`src/rtl/hwf_pkg.sv`:
```
// Shared constants, types and the arctangent table for the hit window filter.
package hwf_pkg;

    // Default values for the top-level parameters.
    localparam int COORD_WIDTH_DEF  = 16;
    localparam int MAX_HITS_DEF     = 4096;
    localparam int CORDIC_STEPS_DEF = 16;

    // Fixed formats.
    localparam int GUARD_BITS = 8;    // extra fraction bits inside the rotator
    localparam int HEAD_BITS  = 3;    // headroom for the rotator gain
    localparam int REG_W      = 17;   // window register width
    localparam int COUNT_W    = 13;   // kept count field width
    localparam int ANGLE_W    = 25;   // angle accumulator, units of pi/2^23
    localparam int PHI_W      = 16;   // angle result, units of pi/32768
    localparam int CHUNK_W    = 16;   // operand slice of the gain multiplier
    localparam int INV_W      = 24;   // width of the inverse gain constant
    localparam int RND_SHIFT  = 32;   // fraction bits dropped after the gain
    localparam int CFG_IDX_W  = 3;

    localparam logic [INV_W-1:0]          INV_GAIN  = 24'd10188013;
    localparam logic signed [ANGLE_W-1:0] ANGLE_ROT = 25'sd4194304;  // pi/2
    localparam logic signed [ANGLE_W-1:0] ANGLE_RND = 25'sd128;
    localparam logic signed [ANGLE_W-1:0] ANGLE_MAX = 25'sd32768;    // pi
    localparam logic [PHI_W-1:0]          PHI_MAX   = 16'd32768;

    // Register reset values.
    localparam logic signed [REG_W-1:0] WIN_MIN_RST = 17'sh10000;  // -65536
    localparam logic signed [REG_W-1:0] WIN_MAX_RST = 17'sh0FFFF;  //  65535

    // Configuration register indexes.
    localparam logic [CFG_IDX_W-1:0] CFG_MODE       = 3'd0;
    localparam logic [CFG_IDX_W-1:0] CFG_FIRST_MIN  = 3'd1;
    localparam logic [CFG_IDX_W-1:0] CFG_FIRST_MAX  = 3'd2;
    localparam logic [CFG_IDX_W-1:0] CFG_SECOND_MIN = 3'd3;
    localparam logic [CFG_IDX_W-1:0] CFG_SECOND_MAX = 3'd4;

    // Sequencer states of the top level.
    typedef enum logic [1:0] {
        S_IDLE,
        S_VEC,
        S_MUL,
        S_DECIDE
    } t_state;

    // Rounded atan(2^-k) in units of pi/2^23; steps past the table add nothing.
    function automatic logic signed [ANGLE_W-1:0] atan_entry(input logic [4:0] k);
        logic signed [ANGLE_W-1:0] v;
        case (k)
            5'd0:    v = 25'sd2097152;
            5'd1:    v = 25'sd1238021;
            5'd2:    v = 25'sd654136;
            5'd3:    v = 25'sd332050;
            5'd4:    v = 25'sd166669;
            5'd5:    v = 25'sd83416;
            5'd6:    v = 25'sd41718;
            5'd7:    v = 25'sd20860;
            5'd8:    v = 25'sd10430;
            5'd9:    v = 25'sd5215;
            5'd10:   v = 25'sd2608;
            5'd11:   v = 25'sd1304;
            5'd12:   v = 25'sd652;
            5'd13:   v = 25'sd326;
            5'd14:   v = 25'sd163;
            5'd15:   v = 25'sd81;
            5'd16:   v = 25'sd41;
            5'd17:   v = 25'sd20;
            5'd18:   v = 25'sd10;
            5'd19:   v = 25'sd5;
            5'd20:   v = 25'sd3;
            5'd21:   v = 25'sd1;
            5'd22:   v = 25'sd1;
            default: v = 25'sd0;
        endcase
        return v;
    endfunction

endpackage

```
`src/rtl/hwf_cordic.sv`:
```
// Iterative CORDIC vectoring unit: one micro-rotation per clock cycle.
module hwf_cordic
    import hwf_pkg::*;
#(
    parameter int COORD_WIDTH  = COORD_WIDTH_DEF,
    parameter int CORDIC_STEPS = CORDIC_STEPS_DEF,
    localparam int W  = COORD_WIDTH + GUARD_BITS + HEAD_BITS,
    localparam int SW = $clog2(CORDIC_STEPS)
) (
    input  logic                          i_clk,
    input  logic                          i_rst_n,
    input  logic                          i_start,
    input  logic signed [COORD_WIDTH-1:0] i_x,
    input  logic signed [COORD_WIDTH-1:0] i_y,
    output logic                          o_done,
    output logic        [W-1:0]           o_mag,
    output logic        [PHI_W-1:0]       o_phi
);

    logic signed [W-1:0]       r_vx, n_vx;
    logic signed [W-1:0]       r_vy, n_vy;
    logic signed [ANGLE_W-1:0] r_acc, n_acc;
    logic        [SW-1:0]      r_step;
    logic                      r_busy;
    logic                      r_done;

    logic signed [W-1:0]       x_w, y_w, y_abs;
    logic signed [W-1:0]       dx, dy;
    logic signed [ANGLE_W-1:0] ang;
    logic signed [ANGLE_W-1:0] phi_sum, phi_sh;

    // Scale the operands and fold the vector into the right half plane.
    assign x_w   = W'(i_x) <<< GUARD_BITS;
    assign y_w   = W'(i_y) <<< GUARD_BITS;
    assign y_abs = y_w[W-1] ? -y_w : y_w;

    // One shared shift-and-add step, direction from the sign of y.
    assign dx  = r_vy >>> r_step;
    assign dy  = r_vx >>> r_step;
    assign ang = atan_entry(5'(r_step));

    always_comb begin
        if (i_start) begin
            if (x_w[W-1]) begin
                n_vx  = y_abs;
                n_vy  = -x_w;
                n_acc = ANGLE_ROT;
            end else begin
                n_vx  = x_w;
                n_vy  = y_abs;
                n_acc = '0;
            end
        end else if (!r_vy[W-1]) begin
            n_vx  = r_vx + dx;
            n_vy  = r_vy - dy;
            n_acc = r_acc + ang;
        end else begin
            n_vx  = r_vx - dx;
            n_vy  = r_vy + dy;
            n_acc = r_acc - ang;
        end
    end

    // Datapath registers update on a start and on every working cycle.
    always_ff @(posedge i_clk) begin
        if (i_start || r_busy) begin
            r_vx  <= n_vx;
            r_vy  <= n_vy;
            r_acc <= n_acc;
        end
    end

    // Step counter and completion pulse.
    always_ff @(posedge i_clk) begin
        if (!i_rst_n) begin
            r_busy <= 1'b0;
            r_done <= 1'b0;
            r_step <= '0;
        end else begin
            r_done <= 1'b0;
            if (i_start) begin
                r_busy <= 1'b1;
                r_step <= '0;
            end else if (r_busy) begin
                if (r_step == SW'(CORDIC_STEPS - 1)) begin
                    r_busy <= 1'b0;
                    r_done <= 1'b1;
                end else begin
                    r_step <= r_step + 1'b1;
                end
            end
        end
    end

    // Round the angle to pi/32768 units and clamp it to [0, pi].
    assign phi_sum = r_acc + ANGLE_RND;
    assign phi_sh  = phi_sum >>> GUARD_BITS;

    always_comb begin
        if (phi_sh[ANGLE_W-1]) begin
            o_phi = '0;
        end else if (phi_sh > ANGLE_MAX) begin
            o_phi = PHI_MAX;
        end else begin
            o_phi = phi_sh[PHI_W-1:0];
        end
    end

    assign o_mag  = r_vx[W-1] ? '0 : r_vx;
    assign o_done = r_done;

endmodule

```
`src/rtl/hwf_gain_mul.sv`:
```
// Gain correction: multiplies the magnitude by the inverse CORDIC gain one slice per cycle.
module hwf_gain_mul
    import hwf_pkg::*;
#(
    parameter int MAG_W = COORD_WIDTH_DEF + GUARD_BITS + HEAD_BITS,
    localparam int NCH  = (MAG_W + CHUNK_W - 1) / CHUNK_W,
    localparam int PADW = NCH * CHUNK_W,
    localparam int AW   = PADW + INV_W,
    localparam int RW   = AW + 1 - RND_SHIFT,
    localparam int CNW  = (NCH > 1) ? $clog2(NCH) : 1
) (
    input  logic             i_clk,
    input  logic             i_rst_n,
    input  logic             i_start,
    input  logic [MAG_W-1:0] i_mag,
    output logic             o_done,
    output logic [RW-1:0]    o_radius
);

    localparam int PRW = CHUNK_W + INV_W;

    logic [PADW-1:0]    r_mag;
    logic [AW-1:0]      r_acc;
    logic [CNW-1:0]     r_cnt;
    logic               r_busy;
    logic               r_done;

    logic [CHUNK_W-1:0] chunk;
    logic [PRW-1:0]     prod;
    logic [AW:0]        rounded;

    // Highest slice first, so the partial sum shifts up by one slice each cycle.
    assign chunk = r_mag[r_cnt*CHUNK_W +: CHUNK_W];
    assign prod  = PRW'(chunk) * PRW'(INV_GAIN);

    always_ff @(posedge i_clk) begin
        if (i_start) begin
            r_mag <= PADW'(i_mag);
            r_acc <= '0;
        end else if (r_busy) begin
            r_acc <= (r_acc << CHUNK_W) + AW'(prod);
        end
    end

    // Slice counter and completion pulse.
    always_ff @(posedge i_clk) begin
        if (!i_rst_n) begin
            r_busy <= 1'b0;
            r_done <= 1'b0;
            r_cnt  <= '0;
        end else begin
            r_done <= 1'b0;
            if (i_start) begin
                r_busy <= 1'b1;
                r_cnt  <= CNW'(NCH - 1);
            end else if (r_busy) begin
                if (r_cnt == '0) begin
                    r_busy <= 1'b0;
                    r_done <= 1'b1;
                end else begin
                    r_cnt <= r_cnt - 1'b1;
                end
            end
        end
    end

    // Round to nearest and drop the fraction bits.
    assign rounded  = (AW + 1)'(r_acc) + ((AW + 1)'(1) << (RND_SHIFT - 1));
    assign o_radius = rounded[AW:RND_SHIFT];
    assign o_done   = r_done;

endmodule

```
`src/rtl/hit_window_filter_core.sv`:
```
// Top level of the hit window filter: registers, sequencer, window compare and kept count.
// Only one hit is in work at a time; the next is taken the cycle after its result is loaded,
// and a finished result waits in the sequencer while the output is stalled.
// Synchronous active-low reset restores the full window, cartesian mode and a zero count.
module hit_window_filter_core
    import hwf_pkg::*;
#(
    parameter int COORD_WIDTH  = COORD_WIDTH_DEF,
    parameter int MAX_HITS     = MAX_HITS_DEF,
    parameter int CORDIC_STEPS = CORDIC_STEPS_DEF,
    localparam int IN_TDW  = ((2 * COORD_WIDTH + 7) / 8) * 8,
    localparam int OUT_TDW = ((2 * COORD_WIDTH + COUNT_W + 7) / 8) * 8
) (
    input  logic                 i_clk,
    input  logic                 i_rst_n,
    // Configuration writes.
    input  logic                 i_cfg_valid,
    output logic                 o_cfg_ready,
    input  logic [CFG_IDX_W-1:0] i_cfg_index,
    input  logic [REG_W-1:0]     i_cfg_data,
    // Hit stream in.
    input  logic                 s_axis_tvalid,
    output logic                 s_axis_tready,
    input  logic [IN_TDW-1:0]    s_axis_tdata,   // hit_x, hit_y
    input  logic                 s_axis_tlast,   // last_hit
    // Result stream out.
    output logic                 m_axis_tvalid,
    input  logic                 m_axis_tready,
    output logic [OUT_TDW-1:0]   m_axis_tdata,   // out_x, out_y, kept_count
    output logic                 m_axis_tuser,   // keep
    output logic                 m_axis_tlast    // out_last
);

    localparam int W     = COORD_WIDTH + GUARD_BITS + HEAD_BITS;
    localparam int NCH   = (W + CHUNK_W - 1) / CHUNK_W;
    localparam int RW    = NCH * CHUNK_W + INV_W + 1 - RND_SHIFT;
    localparam int CNTW  = $clog2(MAX_HITS + 1);
    localparam int MAXW0 = (RW > REG_W) ? RW : REG_W;
    localparam int MAXW1 = (MAXW0 > COORD_WIDTH) ? MAXW0 : COORD_WIDTH;
    localparam int CMPW  = MAXW1 + 1;

    t_state r_state, n_state;

    logic                          r_mode;
    logic signed [REG_W-1:0]       r_first_min, r_first_max;
    logic signed [REG_W-1:0]       r_second_min, r_second_max;

    logic signed [COORD_WIDTH-1:0] r_x, r_y;
    logic                          r_last;
    logic        [CNTW-1:0]        r_count, n_count;

    logic                          r_m_valid;
    logic        [COORD_WIDTH-1:0] r_out_x, r_out_y;
    logic        [COUNT_W-1:0]     r_out_cnt;
    logic                          r_out_keep, r_out_last;

    logic signed [COORD_WIDTH-1:0] in_x, in_y;
    logic                          in_accept, out_free, out_load;
    logic                          cordic_start, cordic_done, mul_done;
    logic        [W-1:0]           mag;
    logic        [PHI_W-1:0]       phi;
    logic        [RW-1:0]          radius;
    logic signed [CMPW-1:0]        c_r, c_phi, c_x, c_y;
    logic signed [CMPW-1:0]        c_fmin, c_fmax, c_smin, c_smax;
    logic                          cart_ok, polar_ok, origin, keep;
    logic        [CNTW+COUNT_W-1:0] cnt_wide;

    assign in_x      = s_axis_tdata[COORD_WIDTH-1:0];
    assign in_y      = s_axis_tdata[2*COORD_WIDTH-1:COORD_WIDTH];
    assign in_accept = s_axis_tvalid && s_axis_tready;
    assign out_free  = !r_m_valid || m_axis_tready;

    // Configuration registers; writes are always taken, unknown indexes are dropped.
    assign o_cfg_ready = 1'b1;

    always_ff @(posedge i_clk) begin
        if (!i_rst_n) begin
            r_mode       <= 1'b0;
            r_first_min  <= WIN_MIN_RST;
            r_first_max  <= WIN_MAX_RST;
            r_second_min <= WIN_MIN_RST;
            r_second_max <= WIN_MAX_RST;
        end else if (i_cfg_valid) begin
            case (i_cfg_index)
                CFG_MODE:       r_mode       <= i_cfg_data[0];
                CFG_FIRST_MIN:  r_first_min  <= i_cfg_data;
                CFG_FIRST_MAX:  r_first_max  <= i_cfg_data;
                CFG_SECOND_MIN: r_second_min <= i_cfg_data;
                CFG_SECOND_MAX: r_second_max <= i_cfg_data;
                default: ;
            endcase
        end
    end

    // Shared rotator and gain multiplier.
    hwf_cordic #(
        .COORD_WIDTH  (COORD_WIDTH),
        .CORDIC_STEPS (CORDIC_STEPS)
    ) u_cordic (
        .i_clk   (i_clk),
        .i_rst_n (i_rst_n),
        .i_start (cordic_start),
        .i_x     (in_x),
        .i_y     (in_y),
        .o_done  (cordic_done),
        .o_mag   (mag),
        .o_phi   (phi)
    );

    hwf_gain_mul #(
        .MAG_W (W)
    ) u_gain_mul (
        .i_clk    (i_clk),
        .i_rst_n  (i_rst_n),
        .i_start  (r_state == S_VEC && cordic_done),
        .i_mag    (mag),
        .o_done   (mul_done),
        .o_radius (radius)
    );

    // Sequencer: next state.
    always_comb begin
        n_state = r_state;
        case (r_state)
            S_IDLE: begin
                if (in_accept) begin
                    n_state = r_mode ? S_VEC : S_DECIDE;
                end
            end
            S_VEC: begin
                if (cordic_done) begin
                    n_state = S_MUL;
                end
            end
            S_MUL: begin
                if (mul_done) begin
                    n_state = S_DECIDE;
                end
            end
            S_DECIDE: begin
                if (out_free) begin
                    n_state = S_IDLE;
                end
            end
            default: n_state = S_IDLE;
        endcase
    end

    // Sequencer: outputs.
    always_comb begin
        s_axis_tready = 1'b0;
        cordic_start  = 1'b0;
        out_load      = 1'b0;
        case (r_state)
            S_IDLE: begin
                s_axis_tready = 1'b1;
                cordic_start  = s_axis_tvalid && r_mode;
            end
            S_DECIDE: begin
                out_load = out_free;
            end
            default: ;
        endcase
    end

    always_ff @(posedge i_clk) begin
        if (!i_rst_n) begin
            r_state <= S_IDLE;
        end else begin
            r_state <= n_state;
        end
    end

    // Hold the hit while it is in work.
    always_ff @(posedge i_clk) begin
        if (in_accept) begin
            r_x    <= in_x;
            r_y    <= in_y;
            r_last <= s_axis_tlast;
        end
    end

    // Window compare on a common signed width.
    assign c_r    = CMPW'(radius);
    assign c_phi  = CMPW'(phi);
    assign c_x    = CMPW'(r_x);
    assign c_y    = CMPW'(r_y);
    assign c_fmin = CMPW'(r_first_min);
    assign c_fmax = CMPW'(r_first_max);
    assign c_smin = CMPW'(r_second_min);
    assign c_smax = CMPW'(r_second_max);

    assign cart_ok  = (c_y > c_fmin) && (c_y <= c_fmax) && (c_x > c_smin) && (c_x <= c_smax);
    assign polar_ok = (c_r >= c_fmin) && (c_r <= c_fmax)
                   && (c_phi >= c_smin) && (c_phi <= c_smax);
    assign origin   = (r_x == '0) && (r_y == '0);
    assign keep     = r_mode ? (polar_ok && !origin) : cart_ok;

    // Kept count saturates at the batch limit; the field shows its low bits.
    always_comb begin
        n_count = r_count;
        if (keep && (r_count < CNTW'(MAX_HITS))) begin
            n_count = r_count + 1'b1;
        end
    end

    assign cnt_wide = {COUNT_W'(0), n_count};

    always_ff @(posedge i_clk) begin
        if (!i_rst_n) begin
            r_count <= '0;
        end else if (out_load) begin
            r_count <= r_last ? '0 : n_count;
        end
    end

    // Output register.
    always_ff @(posedge i_clk) begin
        if (!i_rst_n) begin
            r_m_valid <= 1'b0;
        end else if (out_load) begin
            r_m_valid <= 1'b1;
        end else if (m_axis_tready) begin
            r_m_valid <= 1'b0;
        end
    end

    always_ff @(posedge i_clk) begin
        if (out_load) begin
            r_out_x    <= r_x;
            r_out_y    <= r_y;
            r_out_keep <= keep;
            r_out_cnt  <= cnt_wide[COUNT_W-1:0];
            r_out_last <= r_last;
        end
    end

    assign m_axis_tvalid = r_m_valid;
    assign m_axis_tdata  = OUT_TDW'({r_out_cnt, r_out_y, r_out_x});
    assign m_axis_tuser  = r_out_keep;
    assign m_axis_tlast  = r_out_last;

    // The kept count never passes the batch limit.
    a_count_bound: assert property (@(posedge i_clk) disable iff (!i_rst_n)
        r_count <= CNTW'(MAX_HITS))
        else $error("kept count above batch limit");

    // The rotator finishes only while the sequencer waits for it.
    a_cordic_done_state: assert property (@(posedge i_clk) disable iff (!i_rst_n)
        cordic_done |-> (r_state == S_VEC))
        else $error("rotator finished outside the vectoring state");

    // A hit at the origin is never kept in polar mode.
    a_origin_drop: assert property (@(posedge i_clk) disable iff (!i_rst_n)
        (out_load && r_mode && origin) |=> !m_axis_tuser)
        else $error("origin hit kept in polar mode");

    // After the last hit of a batch the count starts over.
    a_batch_clear: assert property (@(posedge i_clk) disable iff (!i_rst_n)
        (out_load && r_last) |=> (r_count == '0))
        else $error("kept count not cleared after the last hit");

endmodule
```
`config.mk`:
```
export PLATFORM = sky130hd
export DESIGN_NAME = hit_window_filter_core
export DESIGN_NICKNAME = d
export VERILOG_FILES = /design/src/rtl/hwf_pkg.sv /design/src/rtl/hwf_cordic.sv /design/src/rtl/hwf_gain_mul.sv /design/src/rtl/hit_window_filter_core.sv
export SDC_FILE = /design/constraint.sdc
export NUM_CORES = 2
export LEC_CHECK = 0
export BUFFER_PORTS_ARGS = -buffer_cell sky130_fd_sc_hd__buf_2
export CAP_MARGIN = 25
export CORE_AREA = 4 4 291 293
export CTS_BUF_LIST = sky130_fd_sc_hd__clkbuf_4 sky130_fd_sc_hd__clkbuf_8
export CTS_CLUSTER_DIAMETER = 30
export DETAILED_ROUTE_END_ITERATION = 6
export DIE_AREA = 0 0 295 297
export GPL_TIMING_DRIVEN = 0
export PLACE_DENSITY_LB_ADDON = 0.12
export REMOVE_ABC_BUFFERS = 1
export SLEW_MARGIN = 20
export SYNTH_ARGS = -nofsm -noshare
export SYNTH_HDL_FRONTEND = slang
export SYNTH_HIERARCHICAL = 1
export SYNTH_SLANG_ARGS = --single-unit
```
`constraint.sdc`:
```
create_clock -name i_clk -period 21.4 [get_ports i_clk]
set_clock_uncertainty 0.2 [all_clocks]
set_input_delay 3.21 -clock i_clk [delete_from_list [all_inputs] [get_ports i_clk]]
set_output_delay 3.21 -clock i_clk [all_outputs]
set_load 0.01 [all_outputs]
```
After elaboration in Yosys (flattened, before gate mapping)

Memory sizes are Yosys's and may differ from the RTL's. A register that Yosys moved wholly into a read port is not among the register bits.
Index checks and enable logic that the tools add are counted.

Register bits: 336
Latch bits: 0
Bits in writable memories: 0
ROM bits: 352
Memories: 1

Memories:

| name             | depth | bits a word | rd ports | clocked after Yosys merged registers in | wr ports | line          | source |
|---|---|---|---|---|---|---|---|
| (name not given) | 16    | 22          | 1        | 1                                       | 0        | hwf_pkg.sv:49 | `case (k)` |

Add/sub/neg operators: 14
Multipliers: 1
Divide/modulo/power cells: 0
Magnitude comparators: 10
Equality and inequality tests: 12
Shifts and indexed selects: 3
Muxes and demuxes: 39
Bitwise logic cells: 4
Reductions and logical operators: 32

Operators with widths:

| operator                 | number |
|---|---|
| $mux W27                 | 7 |
| $add A56 B32 Y57 const B | 1 |
| $add A56 B40 Y56         | 1 |
| $add A27 B27 Y27         | 2 |
| $neg A24 Y27             | 2 |
| $sshr A27 B4 Y27         | 2 |
| $sub A27 B27 Y27         | 2 |
| $mux W25                 | 2 |
| $mul A16 B24 Y40 const B | 1 |
| $gt A16 B17 Y1           | 2 |
| $le A16 B17 Y1           | 2 |
| $logic_not A16 Y1        | 2 |
| $mux W16                 | 2 |
| $shiftx A32 B6 Y16       | 1 |
| $ge A26 B17 Y1           | 1 |
| $le A26 B17 Y1           | 1 |
| $mux W13                 | 2 |
| $add A25 B25 Y25         | 1 |
| $add A25 B9 Y25 const B  | 1 |
| $sub A25 B25 Y25         | 1 |
| $mux W23                 | 1 |
| $ge A17 B17 Y1           | 1 |
| $gt A17 B17 Y1 const B   | 1 |
| $le A17 B17 Y1           | 1 |
| 27 further kinds         | 75 |

Logic depth before layout (Yosys ltp)

Depth in word-level cells: 12
Gate-level depth with buffers: 28
Depth with buffers taken out: 26

By module

The synthesis kept the hierarchy.

Modules (own cells, without submodules):

| module                 | instances | cells an instance | area each (um^2) | seq. area each (um^2) |
|---|---|---|---|---|
| hwf_cordic             | 1         | 1,730             | 14,385.0         | 2,932.8 |
| hwf_gain_mul           | 1         | 1,295             | 11,950.2         | 1,991.9 |
| hit_window_filter_core | 1         | 971               | 9,511.6          | 4,103.9 |

Least setup slack after synthesis

OpenSTA, ideal clock, no wires.

Path type: register to register
Start: register u_gain_mul.r_cnt
End: register u_gain_mul.r_acc[41]
Library setup time: 122 ps
Data arrival time: 6,859 ps
Data required time: 21,078 ps
Slack: 14,219 ps
Stages on the path, launching flop included: 23
Period minus slack after synthesis: 7,181 ps
Path through: dfxtp_1 buf_1 mux2i_1 inv_1 fa_1 fa_1 inv_1 fa_1 inv_1 fa_1 fa_1 inv_1 fa_1 inv_1 ha_1 and3_1 and3_1 a221oi_1 a311oi_2 o21ai_2 o21a_1 nand2_1 a221o_1

Cells in the longest elaborated chain, start to end: 3

RTL lines:

| element                | line               | source |
|---|---|---|
| start, declared        | hwf_gain_mul.sv:24 | `logic [CNW-1:0] r_cnt;` |
| start signal, assigned | hwf_gain_mul.sv:55 | `r_cnt <= CNW'(NCH - 1);` |
| start signal, assigned | hwf_gain_mul.sv:61 | `r_cnt <= r_cnt - 1'b1;` |
| $shiftx A32 B6 Y16     | hwf_gain_mul.sv:33 | `assign chunk = r_mag[r_cnt*CHUNK_W +: CHUNK_W];` |
| $mul A16 B24 Y40       | hwf_gain_mul.sv:34 | `assign prod = PRW'(chunk) * PRW'(INV_GAIN);` |
| $add A56 B40 Y56       | hwf_gain_mul.sv:41 | `r_acc <= (r_acc << CHUNK_W) + AW'(prod);` |
| end signal, assigned   | hwf_gain_mul.sv:41 |  |
| end, declared          | hwf_gain_mul.sv:23 | `logic [AW-1:0] r_acc;` |

No other way between the ends.
A chain may end at the register's enable or synchronous reset.

Final worst setup path

Same ends and word-level chain as after synthesis.

==> results.py <==
metrics = {
    "outcome": {
        "status": "completed",
    },
    "critical_path": {
        "r2r_start": "u_gain_mul/r_cnt",
        "crit_start": "u_gain_mul/r_cnt",
        "arrival_ns": 8.59,
        "r2r_end": "u_gain_mul/r_acc[41]",
        "path_class": "reg -> reg",
        "reg2regPathDepth": 21,
        "reg2reg_setup_slack_ns": 13.19,
        "cp_data_required_time_ns": 21.78,
        "crit_path_end_kind": "flip-flop",
        "cp-start-kind": "flip-flop",
        "critPathMaxFanout": 22,
    },
    "floorplan": {
        "core_area_sq_um": 81800,
        "initial_core_util_pct": 43.8,
        "fp.dieW_um": 295,
        "dieArea_sq_um": 87600,
        "die_h_um": 297,
        "rows": 105,
        "io_pins": 111,
    },
    "cts": {
        "ctsResizeCount": 0,
        "clkTransAtPathRegs_ns": 0.05,
        "cts_buffers": 99,
        "cts_root_buf": "clkbuf_8",
        "cts_tree": "built",
        "clockBufferDepth": 3,
        "cts_hold_buf": 0,
        "post-cts-setup-buffer-count": 0,
        "clock-sinks": 358,
        "worstSkewPairLatency_ns": 0.73,
        "cts.htree.levels": 3,
    },
    "sta": {
        "period_share_pct": 38.4,
        "post-route-min-period_ns": 8.21,
        "fin_tns_setup_ns": 0,
        "rsz0062_at_grt": "false",
        "fmax_mhz": 122,
        "hold_viol_final": 0,
        "slew_violations": 0,
        "tightest_slew_ns": 1.09,
        "setup_violations": 0,
        "slew_headroom_pct": 27.5,
    },
    "logic_synthesis": {
        "ys_seq_area_share_pct": 25.2,
        "yosysWarnings": 6,
        "ys_ff_latch": 358,
        "synth.top_cell.area_share_pct": 15.6,
        "synth_area_leader_cell": "edfxtp_1",
        "synth_area_leaders": "edfxtp_1, ha_1, fa_1, dfxtp_1, inv_1",
        "async_flop_share_pct": 0,
        "avgSynthCellArea_sq_um": 8.97,
        "synth_edf_count": 186,
        "ys_types": 108,
        "synth.top_cells.by_count": "inv_1, ha_1, nand2_1",
        "synth_ff_type": "edfxtp_1",
        "yosysMostFrequentCell": "inv_1",
        "synthesis.area_sq_um": 35800,
        "syn_inst": 3996,
    },
    "placed_design": {
        "place.gp.congestion": 0.906,
        "hpwl_um": 85600,
        "dp.cells": 5027,
        "post_dp_cell_area_sq_um": 37400,
        "port_buffers": 106,
    },
    "hold_path": {
        "hold_path.class": "reg -> reg",
        "min_path_cells": 2,
        "min-delay-start": "r_second_min[3]",
        "hold_end": "r_second_min[3]",
    },
    "detailed_routing": {
        "dr.pass1.iters": 5,
        "drc": 0,
        "drt_iter0_drc": 2406,
        "wl_um": 109000,
        "vias": 29600,
        "wl_per_cell_um": 20.8,
        "viasPerCell": 5.68,
        "drt.antenna.violating_nets": 0,
    },
    "pwr": {
        "p_per_area_nw_per_um2": 64.0,
        "vdd_drop_max_uv": 55.0,
        "power.total_mw": 2.55,
        "p_leak_nw": 16.9,
    },
    "layout": {
        "syn_to_final_growth_pct": 11.0,
        "nFillCells": 7929,
        "drive_above_1_share_pct": 10.6,
        "utilization_pct": 48.6,
        "instances_no_fill": 5220,
        "nets": 4683,
        "final_area_sq_um": 39800,
    },
    "global_route": {
        "grtUsageTotal_pct": 24.5,
        "antenna_found_initial": 12,
        "grt_max_degree": 63,
        "first_global_vias": 28700,
        "grt_overflow": 0,
        "grt_pass1_wl_um": 168000,
    },
    "run": {
        "drv_cap": 0,
    },
}
-- cell families (layout without fill, tap and decap cells) --
group | after synthesis | in the layout | share of synthesized area, %
compound gates | 893 | 893 | 16.5
xor+xnor | 209 | 209 | 5.11
fa+ha+maj | 563 | 563 | 23.4
buf+inv | 615 | 761 | 6.74
flops | 358 | 358 | 25.2
mux | 183 | 183 | 7.00
other cells | 3 | 11 | 0.0314
simple gates | 1172 | 1172 | 16.0
-- area by class of cell --
type                    instances  area (sq um)  share of cell area, %
inverters                     452          1700                   4.27
multi-input cells            3025         24400                   61.4
flip-flops and latches        358          9050                   22.7
clock buffers                 115          1530                   3.84
clock inverters                68           797                   2.00
well taps                    1070          1340                   3.36
diodes                          6          15.0                 0.0377
repair buffers                126           928                   2.33
-- power breakdown --
part	internal, mW	switching (mW)	leakage (nW)	total [mW]
Combinational	0.243	0.374	12.6	0.617
Clock	0.666	0.397	1.18	1.06
Sequential	0.794	0.0713	3.11	0.866
Total	1.70	0.842	16.9	2.55
-- cells in the final DEF, fill, tap and decap left out, types with 58 or more instances in the layout --
master and instances:
nand4_1 58, a21oi_1 264, inv_1 445, nor2b_1 66
a21o_1 67, o211ai_1 73, dfxtp_1 167, nand2_1 361
xor2_1 77, edfxtp_1 186, buf_2 105, nor3_1 88
mux2i_1 100, fa_1 178, xnor2_1 132, nand3_1 100
ha_1 385, clkbuf_8 106, nor2_1 250, o21ai_0 152
-- worst max-delay path, stage by stage (launching register included) --
cell,delay (ns)
dfxtp_1,0.97
mux2i_1,0.62
inv_1,0.29
fa_1,0.60
fa_1,0.51
inv_1,0.05
fa_1,0.50
inv_1,0.06
fa_1,0.51
fa_1,0.55
inv_1,0.06
fa_1,0.53
inv_1,0.04
ha_1,0.38
and3_1,0.30
and3_1,0.21
a221oi_1,0.44
a311oi_2,0.24
o21ai_2,0.31
o21a_1,0.24
nand2_1,0.13
a221o_1,0.33
-- how the worst max path moves through the flow --
stage | to | slack (ns)
after CTS | u_gain_mul/r_acc[46] | 13.15
after detailed placement | u_gain_mul/r_acc[46] | 13.18
final | u_gain_mul/r_acc[41] | 13.19
after floorplan | u_cordic/ang[5] | 13.51
after global placement | u_cordic/ang[5] | 10.00
after global routing | u_gain_mul/r_acc[46] | 12.70
-- metal layers --
layer / vias up / GRT usage, % / share of wire, %
li1: 14500 / - / -
met1: 14200 / 35.0 / 46
met2: 868 / 37.2 / 44
met3: 158 / 5.90 / 8.1
met4: 8 / 6.78 / 2.2
met5: - / 0 / 0.055
-- flip-flops by register name (all words and copies together), names as in the netlist, 22 cells and up --
register	cells
u_cordic/ang	22
u_cordic/r_acc	25
u_cordic/r_vx	27
u_cordic/r_vy	27
u_gain_mul/r_acc	56
u_gain_mul/r_mag	27
-- per-stage QoR --
| step | hold slack [ns] | worst slack [ns] |
|---|---|---|
| 6_report | 0.253 | 13.19 |
| 5_1_grt | 0.268 | 12.70 |
| 4_1_cts | 0.254 | 13.15 |
| 3_5_place_dp | 0.247 | 13.18 |
| 3_3_place_gp | 0.244 | 10.00 |
| 2_1_floorplan | 0.236 | 13.51 |
No activity file was read; power rests on OpenSTA's default activity.
